### src/sacs_ram.sv
// ----------------------------------------------------------------------------
// sacs_ram
// Generic single-write, single-read RAM with registered read data.
// ----------------------------------------------------------------------------
`default_nettype none

module sacs_ram #(
    parameter int WIDTH = 8,
    parameter int DEPTH = 16
) (
    input  wire logic                                          i_clk,
    input  wire logic                                          i_we,
    input  wire logic [((DEPTH > 1) ? $clog2(DEPTH) : 1)-1:0]  i_waddr,
    input  wire logic [WIDTH-1:0]                              i_wdata,
    input  wire logic [((DEPTH > 1) ? $clog2(DEPTH) : 1)-1:0]  i_raddr,
    output logic      [WIDTH-1:0]                              o_rdata
);

    logic [WIDTH-1:0] r_mem [DEPTH];
    logic [WIDTH-1:0] r_rdata;

    always_ff @(posedge i_clk) begin
        if (i_we) begin
            r_mem[i_waddr] <= i_wdata;
        end
        r_rdata <= r_mem[i_raddr];
    end

    assign o_rdata = r_rdata;

endmodule

`default_nettype wire

### config.mk
export PLATFORM = sky130hd
export DESIGN_NAME = sacs_ram
export DESIGN_NICKNAME = d
export VERILOG_FILES = /design/src/sacs_ram.sv
export SDC_FILE = /design/constraint.sdc
export NUM_CORES = 1
export LEC_CHECK = 0
export CAP_MARGIN = 20
export CORE_MARGIN = 8
export CORE_UTILIZATION = 42
export DETAILED_ROUTE_END_ITERATION = 6
export DONT_BUFFER_PORTS = 1
export PLACE_DENSITY = 0.57
export SYNTH_ARGS = -nofsm -noshare
export SYNTH_HDL_FRONTEND = slang
export SYNTH_SLANG_ARGS = --single-unit
### constraint.sdc
create_clock -name i_clk -period 4.55 [get_ports i_clk]
set_input_delay 0.455 -clock i_clk [delete_from_list [all_inputs] [get_ports i_clk]]
set_output_delay 0.455 -clock i_clk [all_outputs]
set_load 0.02 [all_outputs]
Yosys cells after proc, flatten, opt, wreduce, memory -nomap -nowiden
Memories as Yosys holds them, arrays and structs flattened. A register that Yosys moved wholly into a read port is not among the register bits.
Cells that the tools add are included.
- logic and storage cells: 3
- input bits: 18
- memories kept: 1
- flip-flop bits (word level): 0
- output and inout bits: 8
- memory bits (writable): 128
- memory list (memory ; depth ; bits a word ; read ports ; clocked after memory_dff ; wr ports ; RTL line ; RTL):
    r_mem ; 16 ; 8 ; 1 ; 1 ; 1 ; 19 ; logic [WIDTH-1:0] r_mem [DEPTH];
- muxes and demuxes: 2
- operator list (cell ; count):
    2-to-1 mux 1 bit ; 2

Longest topological paths before layout
Gate-level depths: netlist of run 1.
- word-level depth: 2
- depth in mapped cells: 5
- depth with buffers taken out: 3

Least setup slack after synthesis of run 1
No wires, ideal clock.
- path kind: input port to flip-flop
- start point: in i_waddr[2] (netlist name)
- end point: mem r_mem[0][0] (enable)
- required time: 4.167 ns
- setup time: 0.383 ns
- path buffers: 0
- stages on the path: 2
- arrival time: 1.565 ns
- slack: 2.602 ns
- cell sequence: or3b_2 > nor3_1
- RTL lines (item ; RTL line ; RTL):
    from (decl) ; 13 ; input wire logic [((DEPTH > 1) ? $clog2(DEPTH) : 1)-1:0] i_waddr,
    to (decl) ; 19 ;
Straight into the memory's write port.

Worst setup path in the final report of run 1
- start point: in i_waddr[2] (netlist name)
- end point: mem r_mem[0][4] (enable)
Straight into the memory's write port.

==> results of run 1 <==
==> how the worst max path moves through the flow <==
stage / end / start / depth (start not counted) / slack (ps)
global placement: r_mem[0][0] / i_waddr[2] / 2 / 2340
detailed placement: r_mem[0][0] / i_waddr[2] / 2 / 2240
finish: r_mem[0][4] / i_waddr[2] / 3 / 2920
global route: r_mem[0][2] / i_waddr[2] / 3 / 2870
floorplan: r_mem[0][0] / i_waddr[2] / 2 / 2600
CTS: r_mem[0][4] / i_waddr[2] / 2 / 2680
==> flip-flops by register name (all words and copies together) (netlist names) <==
register / flops
o_rdata: 8
r_mem: 128
==> per-layer routing <==
metal | track usage, % | routed length [um] | vias up | share of wire [%]
met5 | 0 | 0 | - | 0
met4 | 8.12 | 261 | 0 | 2.6
met3 | 4.57 | 554 | 18 | 5.6
met2 | 20.1 | 4880 | 57 | 49
met1 | 16.1 | 4220 | 1191 | 43
li1 | - | - | 997 | -
==> cells in the final DEF, fill, tap and decap left out <==
| cell type | synthesis | layout |
|---|---|---|
| a22oi_1 | 16 | 16 |
| and2_1 | 1 | 1 |
| and2b_1 | 1 | 1 |
| buf_2 | 3 | 2 |
| buf_4 | 1 | 2 |
| clkbuf_1 | 0 | 9 |
| clkbuf_16 | 0 | 17 |
| clkinv_2 | 0 | 5 |
| dfxtp_1 | 8 | 8 |
| edfxtp_1 | 128 | 128 |
| mux4_1 | 14 | 14 |
| mux4_2 | 18 | 18 |
| nand2_1 | 9 | 9 |
| nand2b_1 | 2 | 2 |
| nand3_1 | 1 | 1 |
| nand3b_1 | 2 | 2 |
| nor2_1 | 13 | 13 |
| nor2b_1 | 1 | 1 |
| nor3_1 | 4 | 4 |
| or3b_2 | 1 | 1 |
==> critical path, delay by kind of cell <==
family / cells / cell delay [ps]
AND/OR/NAND/NOR: 2 / 990
buffers and inverters: 1 / 300
==> kinds of logic (layout without fill, tap and decap cells) <==
family,Yosys count,count (layout)
mux,32,32
flops,136,136
compound gates,16,16
simple gates,35,35
buf+inv,10,35
==> power by group <==
group	switching (uW)	total (uW)	internal, uW
Clock	451	1140	686
Combinational	35.8	75.7	39.9
Sequential	18.0	1420	1400
Total	504	2630	2130
==> metrics by stage <==
step	cells	util (%)
after global routing	401	47.9
after global placement	368	43.8
after CTS	399	47.8
final	401	47.9
after detailed placement	368	43.8
after floorplan	229	-
==> cell type report <==
class                           instances  area [um2]  share of cell area [%]
Timing Repair Buffer                    4        25.0                   0.435
Clock buffer                           26         459                    7.98
Multi-Input combinational cell         83        1060                    18.4
Sequential cell                       136        4000                    69.6
Clock inverter                          5        25.0                   0.435
Tap cell                              147         184                    3.20
==> results.py, run 1 <==
metrics = {
    "hold_path": {
        "min_path_type": "in -> reg",
        "min_path_cells": 0,
        "min_to": "r_mem[4][1]",
        "min_from": "i_wdata[1]",
    },
    "detailed_routing": {
        "drt-initial-drc-count": 160,
        "wl_per_cell_um": 24.7,
        "drt_pass1_iterations": 5,
        "ant_nets": 0,
        "vias": 2263,
        "viasPerCell": 5.64,
        "wl_um": 9920,
        "drcViolationCount": 0,
    },
    "yosys": {
        "synth_compound_area_share_pct": 2.33,
        "synthMuxAreaShare_pct": 15.0,
        "synthArstFlopShare_pct": 0,
        "synth_edf_count": 128,
        "yosys.area_share.xor_xnor_pct": 0,
        "synth_fp_nets": 247,
        "synth_flop_cell": "edfxtp_1",
        "synth_top_area_cell": "edfxtp_1",
        "syn_area_um2": 5150,
        "synth_top_area_share_pct": 74.7,
        "syn_area_per_cell_um2": 22.5,
        "yosys.cell_types.count": 19,
        "syn_inst": 229,
        "synth-warning-count": 0,
        "synth_common_cells": "edfxtp_1, mux4_2, a22oi_1, mux4_1, nor2_1",
        "synthAdderAreaFrac_pct": 0,
        "ys_seq_area_share_pct": 77.8,
        "synth_area_leaders": "edfxtp_1, mux4_2, mux4_1",
        "yosys.area_share.simple_pct": 3.18,
        "yosys_register_bits": 136,
        "synth.most_common_cell": "edfxtp_1",
        "synth_top_family_by_area": "multiplexers",
    },
    "grt": {
        "grt_util_all_layers_pct": 13.2,
        "grt_pass1_vias": 2321,
        "gr-total-overflow": 0,
        "grt_pass1_wl_um": 14400,
        "antenna_found_initial": 0,
        "grt_max_degree": 33,
    },
    "final_layout": {
        "nets": 260,
        "stdcell_area_um2": 5750,
        "fillers": 998,
        "antenna_cells": 0,
        "drive_gt1_share_pct": 17.7,
        "area_growth_pct": 11.8,
    },
    "sta": {
        "setup-violations-final": 0,
        "fin_ws_ps": 2920,
        "period_minus_slack_ps": 1630,
        "max_freq_ghz": 0.612,
        "finalClockSkew_ps": 6.26,
        "hold_viol": 0,
        "final.setup.tns_ps": 0,
        "timing_worst_slew_pin_value_ps": 810,
        "finalMaxSlewViolations": 0,
        "relSlewSlack_pct": 45.8,
        "post-route-period-util_pct": 35.9,
        "rsz0062_at_grt": "no",
        "timing.hold.ws_ps": 139,
    },
    "cts": {
        "clk_latency_ps": 410,
        "cts_buffers": 17,
        "clk_pin_slew_ps": 50,
        "ctsResizeCount": 0,
        "htreeDepth": 4,
        "postCtsHoldBufs": 0,
        "cts_sinks": 136,
        "postCtsSetupBuffers": 0,
        "cts_tree": "done",
        "clockBufferDepth": 2,
        "cts-root-buf": "clkbuf_16",
    },
    "critical_path": {
        "required_ps": 4660,
        "r2r_end": "o_rdata[0]",
        "cp-end-kind": "flop",
        "critical_path_class": "in -> reg",
        "r2r_cells": 3,
        "rr_startpoint": "r_mem[0][0]",
        "slowest_stage": "or3b_2",
        "crit_fanout": 5,
        "critPathLaunchType": "input port",
        "crit_chain": "or3b_2 -> nor3_1 -> buf_2",
        "r2r_slack_ps": 3070,
        "slowest_delay_ps": 500,
        "arrival_ps": 1740,
    },
    "floorplan": {
        "die-area_um2": 16100,
        "core_um2": 12000,
        "fp-row-count": 40,
        "io-pin-count": 26,
        "start_util_pct": 42.9,
        "die_w_um": 127,
        "die_y_um": 127,
    },
    "placement": {
        "numPortBuffers": 0,
        "place_ws_ps": 2240,
        "place_area_um2": 5260,
        "place_congestion": 0.694,
        "place_hpwl_um": 6050,
    },
    "power_and_ir_drop": {
        "vdd_drop_max_v": 0.000271,
        "power.total_uw": 2630,
        "leakage_uw": 0.00185,
        "pwr_density_cell_nw_per_um2": 458,
    },
    "run_status": {
        "status": "finished, final reports clean",
    },
    "run": {
        "maxCapViolCount": 0,
    },
}
Note: power is estimated with default switching activity, not from simulation.
==> run 2: changes to the inputs <==
Settings changed: PLACE_DENSITY 0.57 to 0.6.
Clock period 4.55 ns to 1.3 ns, I/O delays scaled along.
==> results.py, run 2 (same netlist as run 1, synthesis figures left out) <==
metrics = {
    "power_and_ir_drop": {
        "vdd_drop_max_v": 0.000880,
        "pwr_density_cell_nw_per_um2": 1700,
        "leakage_uw": 0.00204,
        "power.total_uw": 10400,
    },
    "sta": {
        "timing_worst_slew_pin_value_ps": 932,
        "fin_ws_ps": 4.33,
        "max_freq_ghz": 0.772,
        "finalMaxSlewViolations": 0,
        "rsz0062_at_grt": "yes",
        "period_minus_slack_ps": 1300,
        "hold_viol": 0,
        "setup-violations-final": 0,
        "post-route-period-util_pct": 99.7,
        "finalClockSkew_ps": 5.57,
        "relSlewSlack_pct": 37.6,
    },
    "final_layout": {
        "nets": 287,
        "antenna_cells": 0,
        "drive_gt1_share_pct": 31.6,
        "multi_input_area_um2": 1080,
        "fillers": 928,
        "largest_reg_flops": 128,
        "seq_area_um2": 4000,
        "stdcell_area_um2": 6160,
        "mostFrequentLayoutCell": "edfxtp_1",
        "area_growth_pct": 19.7,
        "most-common-layout-cells": "edfxtp_1, mux4_2, buf_4, clkbuf_16, nor2_1",
        "top_register": "r_mem",
    },
    "floorplan": {
        "io-pin-count": 26,
        "core_um2": 12000,
        "die-area_um2": 16100,
        "die_y_um": 127,
        "die_w_um": 127,
        "start_util_pct": 42.9,
        "fp-row-count": 40,
    },
    "grt": {
        "grt_pass1_vias": 2487,
        "antenna_found_initial": 0,
        "grt_util_all_layers_pct": 13.7,
        "gr-total-overflow": 0,
        "grt_max_degree": 33,
        "grt_pass1_wl_um": 15400,
    },
    "critical_path": {
        "slowest_stage": "mux4_2",
        "arrival_ps": 1580,
        "crit_fanout": 1,
        "required_ps": 1590,
        "critical_path_class": "reg -> reg",
        "slowest_delay_ps": 490,
        "crit_chain": "mux4_2 -> a22oi_2 -> nand2_1",
        "critPathLaunchType": "flop",
        "cp-end-kind": "flop",
    },
    "detailed_routing": {
        "drt_pass1_iterations": 4,
        "viasPerCell": 5.50,
        "wl_um": 10100,
        "wl_per_cell_um": 23.6,
        "ant_nets": 0,
        "drcViolationCount": 0,
        "drt-initial-drc-count": 238,
        "vias": 2359,
    },
    "placement": {
        "place_hpwl_um": 6430,
        "place_ws_ps": -112,
        "numPortBuffers": 0,
        "place_congestion": 0.693,
        "place_area_um2": 5430,
    },
    "cts": {
        "clockBufferDepth": 2,
        "clk_latency_ps": 410,
        "cts_buffers": 17,
        "postCtsSetupBuffers": 0,
        "cts_tree": "done",
        "cts-root-buf": "clkbuf_16",
        "cts_sinks": 136,
        "htreeDepth": 4,
        "clk_pin_slew_ps": 60,
    },
    "run_status": {
        "status": "finished, final reports clean",
    },
    "hold_path": {
        "min_path_type": "in -> reg",
    },
    "run": {
        "maxCapViolCount": 0,
    },
}
## run 2: cell types whose count changed in the layout (fill, tap and decap cells not counted), moves of 3 or more
cell / before / now
nor3_2: 0 / 3
a22oi_1: 16 / 9
dlygate4sd3_1: 0 / 9
buf_4: 2 / 22
mux4_2: 18 / 26
clkbuf_8: 0 / 5
clkbuf_1: 9 / 2
nor3_1: 4 / 1
bufinv_16: 0 / 4
mux4_1: 14 / 6
a22oi_2: 0 / 7
## run 2: final cells by class
class	count	area share, %
repair buffers	31	4.14
clock buffers	24	8.14
clock inverters	8	2.27
well taps	147	2.98
flip-flops and latches	136	65.0
multi-input cells	83	17.5
## run 2: layer usage
layer  wire length (um)  vias to the layer above  global-route usage, %
li1                   -                     1047                      -
met1               4340                     1226                   17.4
met2               4920                       76                   20.3
met3                720                       10                   4.36
met4                135                        0                   7.98
met5                  0                        -                      0
## run 2: per-stage QoR
stage / util, % / hold WS (ps) / TNS [ps] / std cells
floorplan: - / 229 / -2940 / 229
global placement: 45.2 / 230 / -233 / 388
detailed placement: 45.2 / 230 / -291 / 388
CTS: 51.5 / 1.44 / -0.459 / 429
global route: 51.3 / 28.6 / -155 / 429
finish: 51.3 / 28.7 / 0 / 429
## run 2: power by group
group	switching, uW	leakage [uW]	internal, uW
registers	75.8	0.00122	4910
logic	186	0.000499	180
clock network	1650	0.000320	3450
## run 2: path summary, 6_finish.rpt
kind,start,to,slack (ps),depth (start not counted)
worst max register to register,r_mem[3][6],o_rdata[6],4,3
worst min-delay path,i_raddr[1],o_rdata[5],30,3
worst max-delay path,r_mem[3][6],o_rdata[6],4,3
worst min register to register,r_mem[14][0],o_rdata[0],680,3
## run 2: worst max-delay path: cells and delay by family (launching register included)
family	cells	cell delay, ps
simple gates	1	110
compound gates	1	210
mux	1	490
flops	1	380
## run 2: repair_timing
item / CTS / global route
hold endpoints to repair: 129 / 0
pin swaps: 3 / 6
gates resized for setup: 9 / 6
hold buffers: 9 / 0
setup endpoints to repair: 7 / 8
cloned: 0 / 0
