--- config.mk ---
export PLATFORM = sky130hd
export DESIGN_NAME = sacs_scan
export DESIGN_NICKNAME = d
export VERILOG_FILES = /design/src/sacs_pkg.sv /design/src/sacs_scan.sv
export SDC_FILE = /design/constraint.sdc
export NUM_CORES = 1
export LEC_CHECK = 0
export ABC_AREA = 1
export BUFFER_PORTS_ARGS = -buffer_cell sky130_fd_sc_hd__clkbuf_2
export CAP_MARGIN = 20
export CORE_AREA = 3 3 333 335
export CTS_CLUSTER_DIAMETER = 120
export CTS_CLUSTER_SIZE = 20
export DETAILED_ROUTE_END_ITERATION = 16
export DIE_AREA = 0 0 336 338
export PLACE_DENSITY_LB_ADDON = 0.15
export SLEW_MARGIN = 15
export SYNTH_ARGS = -nofsm -noshare
export SYNTH_HDL_FRONTEND = slang
export SYNTH_SLANG_ARGS = --single-unit
--- constraint.sdc ---
create_clock -name i_clk -period 4.1 [get_ports i_clk]
set_input_delay 0.205 -clock i_clk [delete_from_list [all_inputs] [get_ports i_clk]]
set_output_delay 0.205 -clock i_clk [all_outputs]
set_load 0.02 [all_outputs]
--- src/sacs_pkg.sv ---
// ----------------------------------------------------------------------------
// sacs_pkg
// Shared types and constants for the set-associative cache tag store model.
// ----------------------------------------------------------------------------
`default_nettype none

package sacs_pkg;

    // parameter defaults
    localparam int DEF_MAX_SETS   = 256;
    localparam int DEF_MAX_WAYS   = 8;
    localparam int DEF_ADDR_WIDTH = 64;

    // fixed field widths
    localparam int FIELD_ADDR_W = 64;
    localparam int SIZE_W       = 7;
    localparam int TALLY_W      = 32;
    localparam int STAMP_W      = 32;
    localparam int MAX_ACCESS   = 64;

    // configuration port
    localparam int CFG_IDX_W  = 2;
    localparam int CFG_DATA_W = 4;

    localparam logic [CFG_IDX_W-1:0] CFG_SET_BITS   = 2'd0;
    localparam logic [CFG_IDX_W-1:0] CFG_WAYS       = 2'd1;
    localparam logic [CFG_IDX_W-1:0] CFG_BLOCK_BITS = 2'd2;
    localparam logic [CFG_IDX_W-1:0] CFG_POLICY     = 2'd3;

    localparam logic [3:0] RST_SET_BITS   = 4'd0;
    localparam logic [3:0] RST_WAYS       = 4'd1;
    localparam logic [3:0] RST_BLOCK_BITS = 4'd4;

    localparam logic POLICY_FIFO = 1'b0;
    localparam logic POLICY_LRU  = 1'b1;

    typedef struct packed {
        logic [FIELD_ADDR_W-1:0] address;
        logic [SIZE_W-1:0]       access_size;
    } t_item;

    typedef struct packed {
        logic               was_hit;
        logic               was_evicted;
        logic [TALLY_W-1:0] hits_total;
        logic [TALLY_W-1:0] misses_total;
        logic [TALLY_W-1:0] evictions_total;
        logic               last_line;
    } t_result;

    // sequencer to way scan unit
    typedef struct packed {
        logic step;
        logic first;
    } t_scan_ctrl;

    // way scan unit to sequencer
    typedef struct packed {
        logic hit;
        logic inv_found;
    } t_scan_stat;

endpackage

`default_nettype wire

--- src/sacs_scan.sv ---
// ----------------------------------------------------------------------------
// sacs_scan
// Way scan unit: one tag compare and one stamp compare, stepped over the
// ways of a set row, keeping first hit, first invalid way and oldest stamp.
// ----------------------------------------------------------------------------
`default_nettype none

module sacs_scan #(
    parameter int MAX_WAYS   = sacs_pkg::DEF_MAX_WAYS,
    parameter int ADDR_WIDTH = sacs_pkg::DEF_ADDR_WIDTH
) (
    input  wire logic                                                    i_clk,
    input  wire logic                                                    i_rst_n,
    input  wire sacs_pkg::t_scan_ctrl                                    i_ctrl,
    input  wire logic [((MAX_WAYS > 1) ? $clog2(MAX_WAYS) : 1)-1:0]      i_way,
    input  wire logic [MAX_WAYS*(1+ADDR_WIDTH+sacs_pkg::STAMP_W)-1:0]    i_row,
    input  wire logic [ADDR_WIDTH-1:0]                                   i_tag,
    output sacs_pkg::t_scan_stat                                         o_stat,
    output logic      [((MAX_WAYS > 1) ? $clog2(MAX_WAYS) : 1)-1:0]      o_hit_way,
    output logic      [((MAX_WAYS > 1) ? $clog2(MAX_WAYS) : 1)-1:0]      o_inv_way,
    output logic      [((MAX_WAYS > 1) ? $clog2(MAX_WAYS) : 1)-1:0]      o_best_way
);

    localparam int WAY_W = (MAX_WAYS > 1) ? $clog2(MAX_WAYS) : 1;
    localparam int WB    = 1 + ADDR_WIDTH + sacs_pkg::STAMP_W;

    logic [WB-1:0]                 sel;
    logic                          sel_valid;
    logic [ADDR_WIDTH-1:0]         sel_tag;
    logic [sacs_pkg::STAMP_W-1:0]  sel_stamp;
    logic                          match;
    logic                          older;

    logic                          r_hit;
    logic                          r_inv;
    logic [WAY_W-1:0]              r_hit_way;
    logic [WAY_W-1:0]              r_inv_way;
    logic [WAY_W-1:0]              r_best_way;
    logic [sacs_pkg::STAMP_W-1:0]  r_best;

    always_comb begin
        sel       = i_row[i_way*WB +: WB];
        sel_valid = sel[WB-1];
        sel_tag   = sel[WB-2 -: ADDR_WIDTH];
        sel_stamp = sel[sacs_pkg::STAMP_W-1:0];
        match     = sel_valid && (sel_tag == i_tag);
        older     = sel_stamp < r_best;
    end

    always_ff @(posedge i_clk) begin
        if (!i_rst_n) begin
            r_hit <= 1'b0;
            r_inv <= 1'b0;
        end else if (i_ctrl.step) begin
            if (i_ctrl.first) begin
                r_hit <= match;
                r_inv <= !sel_valid;
            end else begin
                if (!r_hit && match) begin
                    r_hit <= 1'b1;
                end
                if (!r_inv && !sel_valid) begin
                    r_inv <= 1'b1;
                end
            end
        end
    end

    always_ff @(posedge i_clk) begin
        if (i_ctrl.step) begin
            if (i_ctrl.first) begin
                r_hit_way  <= i_way;
                r_inv_way  <= i_way;
                r_best_way <= i_way;
                r_best     <= sel_stamp;
            end else begin
                if (!r_hit && match) begin
                    r_hit_way <= i_way;
                end
                if (!r_inv && !sel_valid) begin
                    r_inv_way <= i_way;
                end
                // strict compare keeps the lowest way on equal stamps
                if (older) begin
                    r_best_way <= i_way;
                    r_best     <= sel_stamp;
                end
            end
        end
    end

    assign o_stat.hit       = r_hit;
    assign o_stat.inv_found = r_inv;
    assign o_hit_way        = r_hit_way;
    assign o_inv_way        = r_inv_way;
    assign o_best_way       = r_best_way;

endmodule

`default_nettype wire
### Yosys cells after proc, flatten, opt, wreduce, memory -nomap -nowiden

Index checks and enable logic that the tools add are counted.

* flip-flop bits (word level): 43

* multiply operators: 1
* magnitude comparators: 1
* eq/ne operators: 1
* shift-type cells: 1
* mux-type cells: 12
* reduce and logical (&&, ||, !) cells: 12

Operators by type and width (count)
* 776-bit by 11-bit indexed part select with 97-bit output: 1
* 64-bit == test: 1
* 32-bit 2-to-1 mux: 2
* 32-bit < comparator: 1
* 3-bit 2-to-1 mux: 6
* 3-bit by 7-bit multiplier with 10-bit output (second input constant): 1
* 2-bit AND reduction: 3
* 2-bit nonzero test: 3
* 1-bit 2-to-1 mux: 4
* 1-bit logical AND: 3
* 1-bit zero test: 3

### Logic depth before layout (Yosys ltp)

Gate-level depths: netlist of run 1.

* depth in word-level cells: 7
* depth in mapped cells: 22

### Worst setup path before layout of run 1

OpenSTA, ideal clock, no wires.

* path type: input-to-reg
* start point: in i_way[0] (netlist name)
* end point: reg r_best_way[0], in the netlist o_best_way[0], enable pin
* setup time: 0.393 ns
* arrival time: 3.281 ns
* data required time: 3.707 ns
* path slack: 0.427 ns
* stages on the path: 18
* buffers on the path: 5
* cells stage by stage: buf_6 > inv_4 > buf_2 > buf_6 > buf_2 > clkbuf_1 > nor2_1 > o22ai_1 > nor2_1 > a31oi_1 > ha_1 > a21oi_1 > nor2_1 > a211oi_1 > nor2_1 > nor4_1 > nand2_1 > nand2_1

* longest elaborated chain between the ends: 5

Ends and longest elaborated chain
* from (decl): line sacs_scan.sv:15 `input wire logic [((MAX_WAYS > 1) ? $clog2(MAX_WAYS) : 1)-1:0] i_way,`
* 3-bit by 7-bit multiplier with 10-bit output: line sacs_scan.sv:42 `sel = i_row[i_way*WB +: WB];`
* 776-bit by 11-bit indexed part select with 97-bit output: line sacs_scan.sv:42
* named net sel[25]: line sacs_scan.sv:27 `logic [WB-1:0] sel;`
* 32-bit < comparator: line sacs_scan.sv:47 `older = sel_stamp < r_best;`
* 2-bit nonzero test (no line)
* 2-bit AND reduction (no line)
* to (signal assigned): line sacs_scan.sv:74 `r_best_way <= i_way;`
* to (signal assigned): line sacs_scan.sv:85 `r_best_way <= i_way;`
* to (decl): line sacs_scan.sv:38 `logic [WAY_W-1:0] r_best_way;`

The timed path passes the listed nets, and every way through them passes these cells.
A chain may end at the register's enable or synchronous reset.

### Worst setup path in the final report of run 1

* start point: in i_way[0] (netlist name)
* end point: reg r_hit_way[0], in the netlist o_hit_way[0], enable pin

* longest elaborated chain between the ends: 7

Ends and longest elaborated chain
* 3-bit by 7-bit multiplier with 10-bit output *: line sacs_scan.sv:42
* 776-bit by 11-bit indexed part select with 97-bit output *: line sacs_scan.sv:42
* 64-bit == test: line sacs_scan.sv:46 `match = sel_valid && (sel_tag == i_tag);`
* 1-bit logical AND *: line sacs_scan.sv:46
* 1-bit logical AND *: line sacs_scan.sv:77 `if (!r_hit && match) begin`
* 2-bit nonzero test (no line) *
* 2-bit AND reduction (no line) *
* to (signal assigned): line sacs_scan.sv:72 `r_hit_way <= i_way;`
* to (signal assigned): line sacs_scan.sv:78 `r_hit_way <= i_way;`
* to (decl): line sacs_scan.sv:36 `logic [WAY_W-1:0] r_hit_way;`

Mark *: on every way between the ends. The rest lies on a longest branch, timed or not.

==> results of run 1 <==
stage by stage:
step                util (%)  hold WS [ns]  instance area, um^2  setup WS (ns)  power [uW]
finish                  16.2         0.137                17600          0.824        2940
global route            16.2         0.146                17600          0.548        3220
CTS                     16.2         0.133                17500          0.819        3030
detailed placement      16.0         0.447                17400          0.507        2530
global placement        16.0         0.455                17400          0.477        2540
floorplan                  -         0.304                11500          0.427        1520
power breakdown:
part           leakage (uW)  total (uW)  switching, uW  internal [uW]
Combinational       0.00988        1890           1160            733
Clock             0.0000805         481            191            290
Sequential         0.000410         568           12.9            555
Total                0.0104        2940           1360           1580
synth_stat cells (6+ instances only):
library cell,number,share of area (%)
a21oi_1,17,0.74
a31oi_1,31,1.7
buf_1,14,0.45
buf_2,46,2.0
buf_4,18,1.2
buf_6,17,1.7
clkbuf_1,55,1.8
edfxtp_1,41,11
ha_1,31,3.4
inv_1,365,12
nand2_1,788,26
nand3_1,243,11
nand3b_1,35,2.3
nor2_1,428,14
o211ai_1,6,0.39
o21ai_0,184,8.0
o21ai_1,15,0.65
o22ai_1,32,1.7
state kept, by name (all words and copies together) (netlist names):
name,count
r_best,32
o_best_way,3
o_hit_way,3
o_inv_way,3
r_hit,1
r_inv,1
cells by family (layout without fill, tap and decap cells):
group / count (synthesis) / count (layout) / synth area share, %
AOI/OAI and AO/OA: 290 / 290 / 13.5
xor gates and xnor gates: 3 / 3 / 0.228
adders and majority gates: 31 / 31 / 3.36
buffers and inverters: 518 / 1282 / 19.1
DFF: 43 / 43 / 11.0
other: 0 / 16 / 0
and+or+nand+nor: 1502 / 1502 / 52.7
worst max-delay path: stages:
cell	delay (ns)
buf_8	0.24
clkinv_8	0.16
buf_12	0.21
buf_4	0.42
nand2_1	0.09
nand2_1	0.06
nand2_1	0.05
nand3_1	0.20
nand3b_1	0.18
nand2_1	0.06
nor2_1	0.20
nand2_1	0.08
nor2_1	0.09
nand2_1	0.06
nor2_1	0.11
nand3_1	0.20
o21ai_1	0.31
worst min path at each step:
stage	cells past startpoint	end	slack, ns	startpoint
2_1_floorplan	0	o_best_way[0]	0.30	i_way[0]
6_report	3	r_hit	0.14	i_rst_n
3_5_place_dp	3	r_hit	0.45	i_rst_n
5_1_grt	3	r_hit	0.15	i_rst_n
3_3_place_gp	3	r_inv	0.46	i_rst_n
4_1_cts	3	r_hit	0.13	i_rst_n
cell type report:
| type | count | area, um^2 |
|---|---|---|
| well taps | 1414 | 1770 |
| flip-flops and latches | 43 | 1270 |
| inverters | 367 | 1400 |
| multi-input cells | 1826 | 8070 |
| diodes | 16 | 40.0 |
| repair buffers | 907 | 4850 |
| clock inverters | 3 | 46.3 |
| fillers | 13200 | 90800 |
| clock buffers | 5 | 125 |
metal layers:
metal,part of all wire (%),GRT usage [%],vias to the layer above
met4,1.9,2.99,42
met1,37,18.1,7890
met3,6.5,4.43,119
li1,-,-,8929
met5,0.26,0,-
met2,54,34.4,553
==> qor.csv, run 1 <==
metric,value,unit
status,finished clean,
largest net degree at the start of global routing,124,
Crit Reg-Reg Startpoint,r_best[25],
Post-Syn Area,11500,um^2
final cycle utilization of the critical path,79.9,%
setup TNS,0,ns
Hold Path Class,in2reg,
Max VDD drop,0.162,mV
hold_buf cts,0,
core area,108000,um^2
Synth-to-Final Area Change,52.2,%
Worst Setup SP,i_way[0],
Die Area,114000,um^2
CTS tree,built,
Pwr Density,167,nW/um^2
fraction of registers with async set/reset,0,%
DR iter-0 viols,879,
Netlist cell types,31,
I/O Buffers,857,
Worst-Skew Late Latency,0.30,ns
Die Span Y,338,um
Critical Path AT,3.25,ns
Final #Nets,4028,
yosys warns,0,
most frequent cells in the layout,"clkbuf_2 (854), nand2_1 (787), nor2_1 (428), inv_1 (364), nand3_1 (243)",
Root Buffer,clkbuf_16,
Critical Setup Path Class,in2reg,
Vias/cell,3.83,
GP Congestion,0.868,
vias in the first global route,18000,
Non-Filler Instances,4581,
max-slew violation count,0,
ANT nets after route,0,
syn_area_per_cell,4.84,um^2
layout cells sized above 1,29.2,%
DP HPWL,90500,um
CTS Sinks,43,
reg2reg end,r_best[23],
"Req. time, crit path",4.07,ns
Longest Clk Path Bufs,2,
Remaining DRCs,0,
Max Freq,305,MHz
flop-to-flop setup slack,1.99,ns
Final min period,3.28,ns
effective utilization at floorplan,10.7,%
Worst-Margin Slew,0.770,ns
critical path endpoint category,register,
Yosys reg bits,43,
clock-pin transition on the worst setup and hold timing paths,0.06,ns
Setup crit start kind,input port,
DR pass1 iterations,4,
initial antenna violation count,55,
Tot GR Track Use,17.3,%
detailed-route wire length per cell,22.6,um
Final Hold Viols,0,
setup repair after global routing missed its margin,false,
Max Cap Viol,0,
FP Rows,121,
Syn Nets,3265,
P_leak,0.0104,uW
crit path to,o_hit_way[0],
"most common cell after layout, fill and taps aside",clkbuf_2,
CP max FO,123,
Max-slew headroom,48.7,%
via count,17500,
first-pass GRT wire length,138000,um
post-synthesis sequential area ratio,11.0,%
Resize count post-CTS,0,
H-tree levels,2,
WL final,104000,um
final setup vio count,0,
GR Overflow Total,0,
postcts setup bufs,0,
Reg2Reg Depth,10,
Synth Flop Type,edfxtp_1,
I/O pin total,858,
Cells after Synth,2387,
die span in x,336,um
number of synthesized flops with an enable pin,41,
Final Skew,0.0136,ns
CTS Buf Count,5,
Cells after DPL,4557,
(Power assumes the default switching activity.)
==> run 2, diff against run 1 <==
--- a/config.mk
+++ b/config.mk
@@ -5,7 +5,7 @@
 export SDC_FILE = /design/constraint.sdc
 export NUM_CORES = 1
 export LEC_CHECK = 0
-export ABC_AREA = 1
+export ABC_AREA = 0
 export BUFFER_PORTS_ARGS = -buffer_cell sky130_fd_sc_hd__clkbuf_2
 export CAP_MARGIN = 20
 export CORE_AREA = 3 3 333 335
==> constraint.sdc (replaced) <==
create_clock -name i_clk -period 3.2 [get_ports i_clk]
set_input_delay 0.16 -clock i_clk [delete_from_list [all_inputs] [get_ports i_clk]]
set_output_delay 0.16 -clock i_clk [all_outputs]
set_load 0.02 [all_outputs]
==> run 2 against run 1 <==
Register-to-register slack got worse by 1.3 ns; clock skew down 0.0025 ns; non-clock buffer count up 112; combinational power up 23%; sequential cell count is the same; cell count shrank 34%; clock power increased by 31%; critical path depth down 2; first-iteration DRC count fell by 56%; sequential power is 26% higher; power is 24% higher.
==> qor.csv, run 2 <==
metric,value,unit,change
status,finished clean,,unchanged
"most common cell after layout, fill and taps aside",clkbuf_2,,unchanged
Longest Clk Path Bufs,2,,unchanged
Yosys reg bits,43,,unchanged
Final Skew,0.0111,ns,was 0.0136 ns
GR Overflow Total,0,,unchanged
filler instances,12300,,was 13200
layout cells sized above 1,79.1,%,was 29.2%
critical path cell sequence,buf_16 > buf_16 > buf_12 > mux4_2 > mux2_4 > ha_1 > a21o_1 > a21o_1 > a21o_1 > a21o_1 > a21oi_2 > o21ai_2 > a311oi_4 > buf_4 > buf_16,,was buf_8 > clkinv_8 > buf_12 > buf_4 > nand2_1 > nand2_1 > nand2_1 > nand3_1 > nand3b_1 > nand2_1 > nor2_1 > nand2_1 > nor2_1 > nand2_1 > nor2_1 > nand3_1 > o21ai_1
max reg flops,32,,unchanged
Die Span Y,338,um,unchanged
H-tree levels,2,,unchanged
CTS Sinks,43,,unchanged
critical path endpoint category,register,,unchanged
Reg with most FFs,r_best,,unchanged
detailed-route wire length per cell,25.1,um,was 22.6 um
Synth-to-Final Area Change,90.6,%,was 52.2%
most common cell in the netlist,mux4_2,,was nand2_1
post-synthesis sequential area ratio,14.7,%,was 11.0%
"Req. time, crit path",3.23,ns,was 4.07 ns
via count,10600,,was 17500
Netlist cell types,47,,was 31
Critical Path AT,3.19,ns,was 3.25 ns
Max VDD drop,0.185,mV,was 0.162 mV
Worst-Skew Late Latency,0.30,ns,about the same
clock-pin transition on the worst setup and hold timing paths,0.07,ns,was 0.06 ns
top post-synthesis cells by area,"mux4_2 (47%), edfxtp_1 (14%), mux2i_1 (8.7%)",,"was nand2_1 (26%), nor2_1 (14%), inv_1 (12%)"
I/O Buffers,857,,unchanged
largest net degree at the start of global routing,19,,was 124
CP max FO,9,,was 123
Final WS setup,0.0384,ns,was 0.824 ns
area fraction of the dominant cell type after synthesis,47.5,%,was 25.6%
DR iter-0 viols,388,,was 879
final cycle utilization of the critical path,98.8,%,
Post-Syn Area,8640,um^2,was 11500 um^2
core area,108000,um^2,unchanged
area of the multi-input gates,7060,um^2,was 8070 um^2
Final #Nets,2483,,was 4028
fraction of registers with async set/reset,0,%,unchanged
CTS tree,built,,unchanged
effective utilization at floorplan,7.97,%,was 10.7%
Setup crit start kind,input port,,unchanged
Synth Flop Type,edfxtp_1,,unchanged
vias in the first global route,11700,,was 18000
Final Hold Viols,0,,unchanged
Crit-path slowest cell,mux4_2,,was buf_4
Pwr Density,222,nW/um^2,was 167 nW/um^2
setup repair after global routing missed its margin,true,,was false
Util after Layout,15.2,%,was 16.2%
Max-slew headroom,40.3,%,was 48.7%
Critical Setup Path Class,in2reg,,unchanged
P_leak,0.00773,uW,was 0.0104 uW
CTS Buf Count,5,,unchanged
Cells after Synth,636,,was 2387
Yosys top cell by area,mux4_2,,was nand2_1
syn_area_per_cell,13.6,um^2,was 4.84 um^2
Sequential cell area,1270,um^2,unchanged
final setup vio count,0,,unchanged
hold depth,3,,unchanged
yosys warns,0,,unchanged
die span in x,336,um,unchanged
Final min period,3.16,ns,
Reg2Reg Depth,11,,was 10
Worst-Margin Slew,0.872,ns,was 0.770 ns
Max Freq,316,MHz,
CP peak stage delay,0.55,ns,was 0.42 ns
Hold Path Class,in2reg,,unchanged
Syn Nets,1514,,was 3265
Die Area,114000,um^2,unchanged
I/O pin total,858,,unchanged
commonest cells in the netlist,"mux4_2 (182), mux2i_1 (75), xor2_1 (51)",,"was nand2_1 (788), nor2_1 (428), inv_1 (365)"
GP Congestion,0.944,,was 0.868
Remaining DRCs,0,,unchanged
ANT nets after route,0,,unchanged
number of synthesized flops with an enable pin,41,,unchanged
first-pass GRT wire length,97300,um,was 138000 um
DP HPWL,68900,um,was 90500 um
WL final,76300,um,was 104000 um
"worst slack, placed",-0.683,ns,was 0.507 ns
max-slew violation count,0,,unchanged
Root Buffer,clkbuf_16,,unchanged
FP Rows,121,,unchanged
initial antenna violation count,53,,was 55
hold_buf cts,0,,unchanged
Worst path most repeated cell,a21o_1,,was nand2_1
Max Cap Viol,0,,unchanged
most frequent cells in the layout,"clkbuf_2 (854), mux4_2 (182), buf_4 (123), mux2i_1 (69), xor2_1 (50)",,"was clkbuf_2 (854), nand2_1 (787), nor2_1 (428), inv_1 (364), nand3_1 (243)"
Vias/cell,3.49,,was 3.83
Tot GR Track Use,12.6,%,was 17.3%
DR pass1 iterations,5,,was 4
run 2: changes by cell type in the layout (fill, tap and decap cells not counted), sizes merged, moves of 35 or more:
| cell | delta |
|---|---|
| nor2 | -415 |
| inv | -330 |
| nand3b | -35 |
| mux4 | +182 |
| mux2i | +75 |
| nand3 | -237 |
| xor2 | +48 |
| o21ai | -185 |
| buf | +109 |
| nand2 | -781 |
run 2: worst max-delay path: cells and delay by family:
kind	cells	cell delay [ns]
buffers and inverters	5	0.79
AOI/OAI and AO/OA	7	1.15
muxes	2	0.86
adders and majority gates	1	0.20
run 2: worst paths after layout:
path                     to       start  slack [ns]
setup / recovery  r_best[1]    i_way[0]        0.04
hold / removal        r_hit     i_rst_n        0.12
setup reg to reg  r_best[1]  r_best[25]        0.69
hold reg to reg       r_inv       r_inv        0.48
run 2: where the power goes:
part	leakage [uW]	internal (uW)	total [uW]	switching, uW
logic	0.00723	1290	2320	1030
clock network	0.0000845	373	628	255
registers	0.000410	697	713	15.7
total	0.00773	2360	3660	1300
run 2: metal layers:
| layer | global-route usage (%) | part of all wire [%] | vias to the layer above |
|---|---|---|---|
| li1 | - | - | 4677 |
| met1 | 13.8 | 37 | 5206 |
| met2 | 23.4 | 52 | 592 |
| met3 | 3.74 | 8.1 | 102 |
| met4 | 3.35 | 2.5 | 26 |
| met5 | 0 | 0.20 | - |
run 2: cell type report:
type                            count  share of cell area (%)
Timing Repair Buffer             1019                    36.5
Multi-Input combinational cell    500                    42.9
Antenna cell                       16                   0.243
Tap cell                         1414                    10.8
Inverter                           36                   0.836
Sequential cell                    43                    7.73
Clock buffer                        5                   0.760
Clock inverter                      3                   0.289
run 2: kinds of logic (layout without fill, tap and decap cells):
group	after synthesis	in the layout	share of synthesized area, %
simple gates	62	62	3.91
flops	43	43	14.7
other cells	0	16	0
compound gates	66	66	5.35
xor+xnor	51	51	5.17
fa+ha+maj	31	31	4.49
mux	290	290	60.5
buf+inv	93	1063	5.90
run 2: repair_timing:
| item | CTS | global route |
|---|---|---|
| pin swaps | 6 | 13 |
| resized for setup | 28 | 26 |
| cloned | 3 | 2 |
| buffers inserted | 12 | 13 |
| endpoints found under the setup margin | 38 | 38 |
run 2: metrics by stage:
step	hold slack [ns]	total power, uW	TNS [ns]	cells	instance area [um^2]
2_1_floorplan	0.259	1790	-32.24	636	8880
3_3_place_gp	0.413	2960	-16.49	2983	15600
3_5_place_dp	0.428	2970	-16.27	2983	15600
4_1_cts	0.0969	3730	0	3006	16200
5_1_grt	0.126	3920	-2.17	3031	16400
6_report	0.121	3660	0	3036	16500
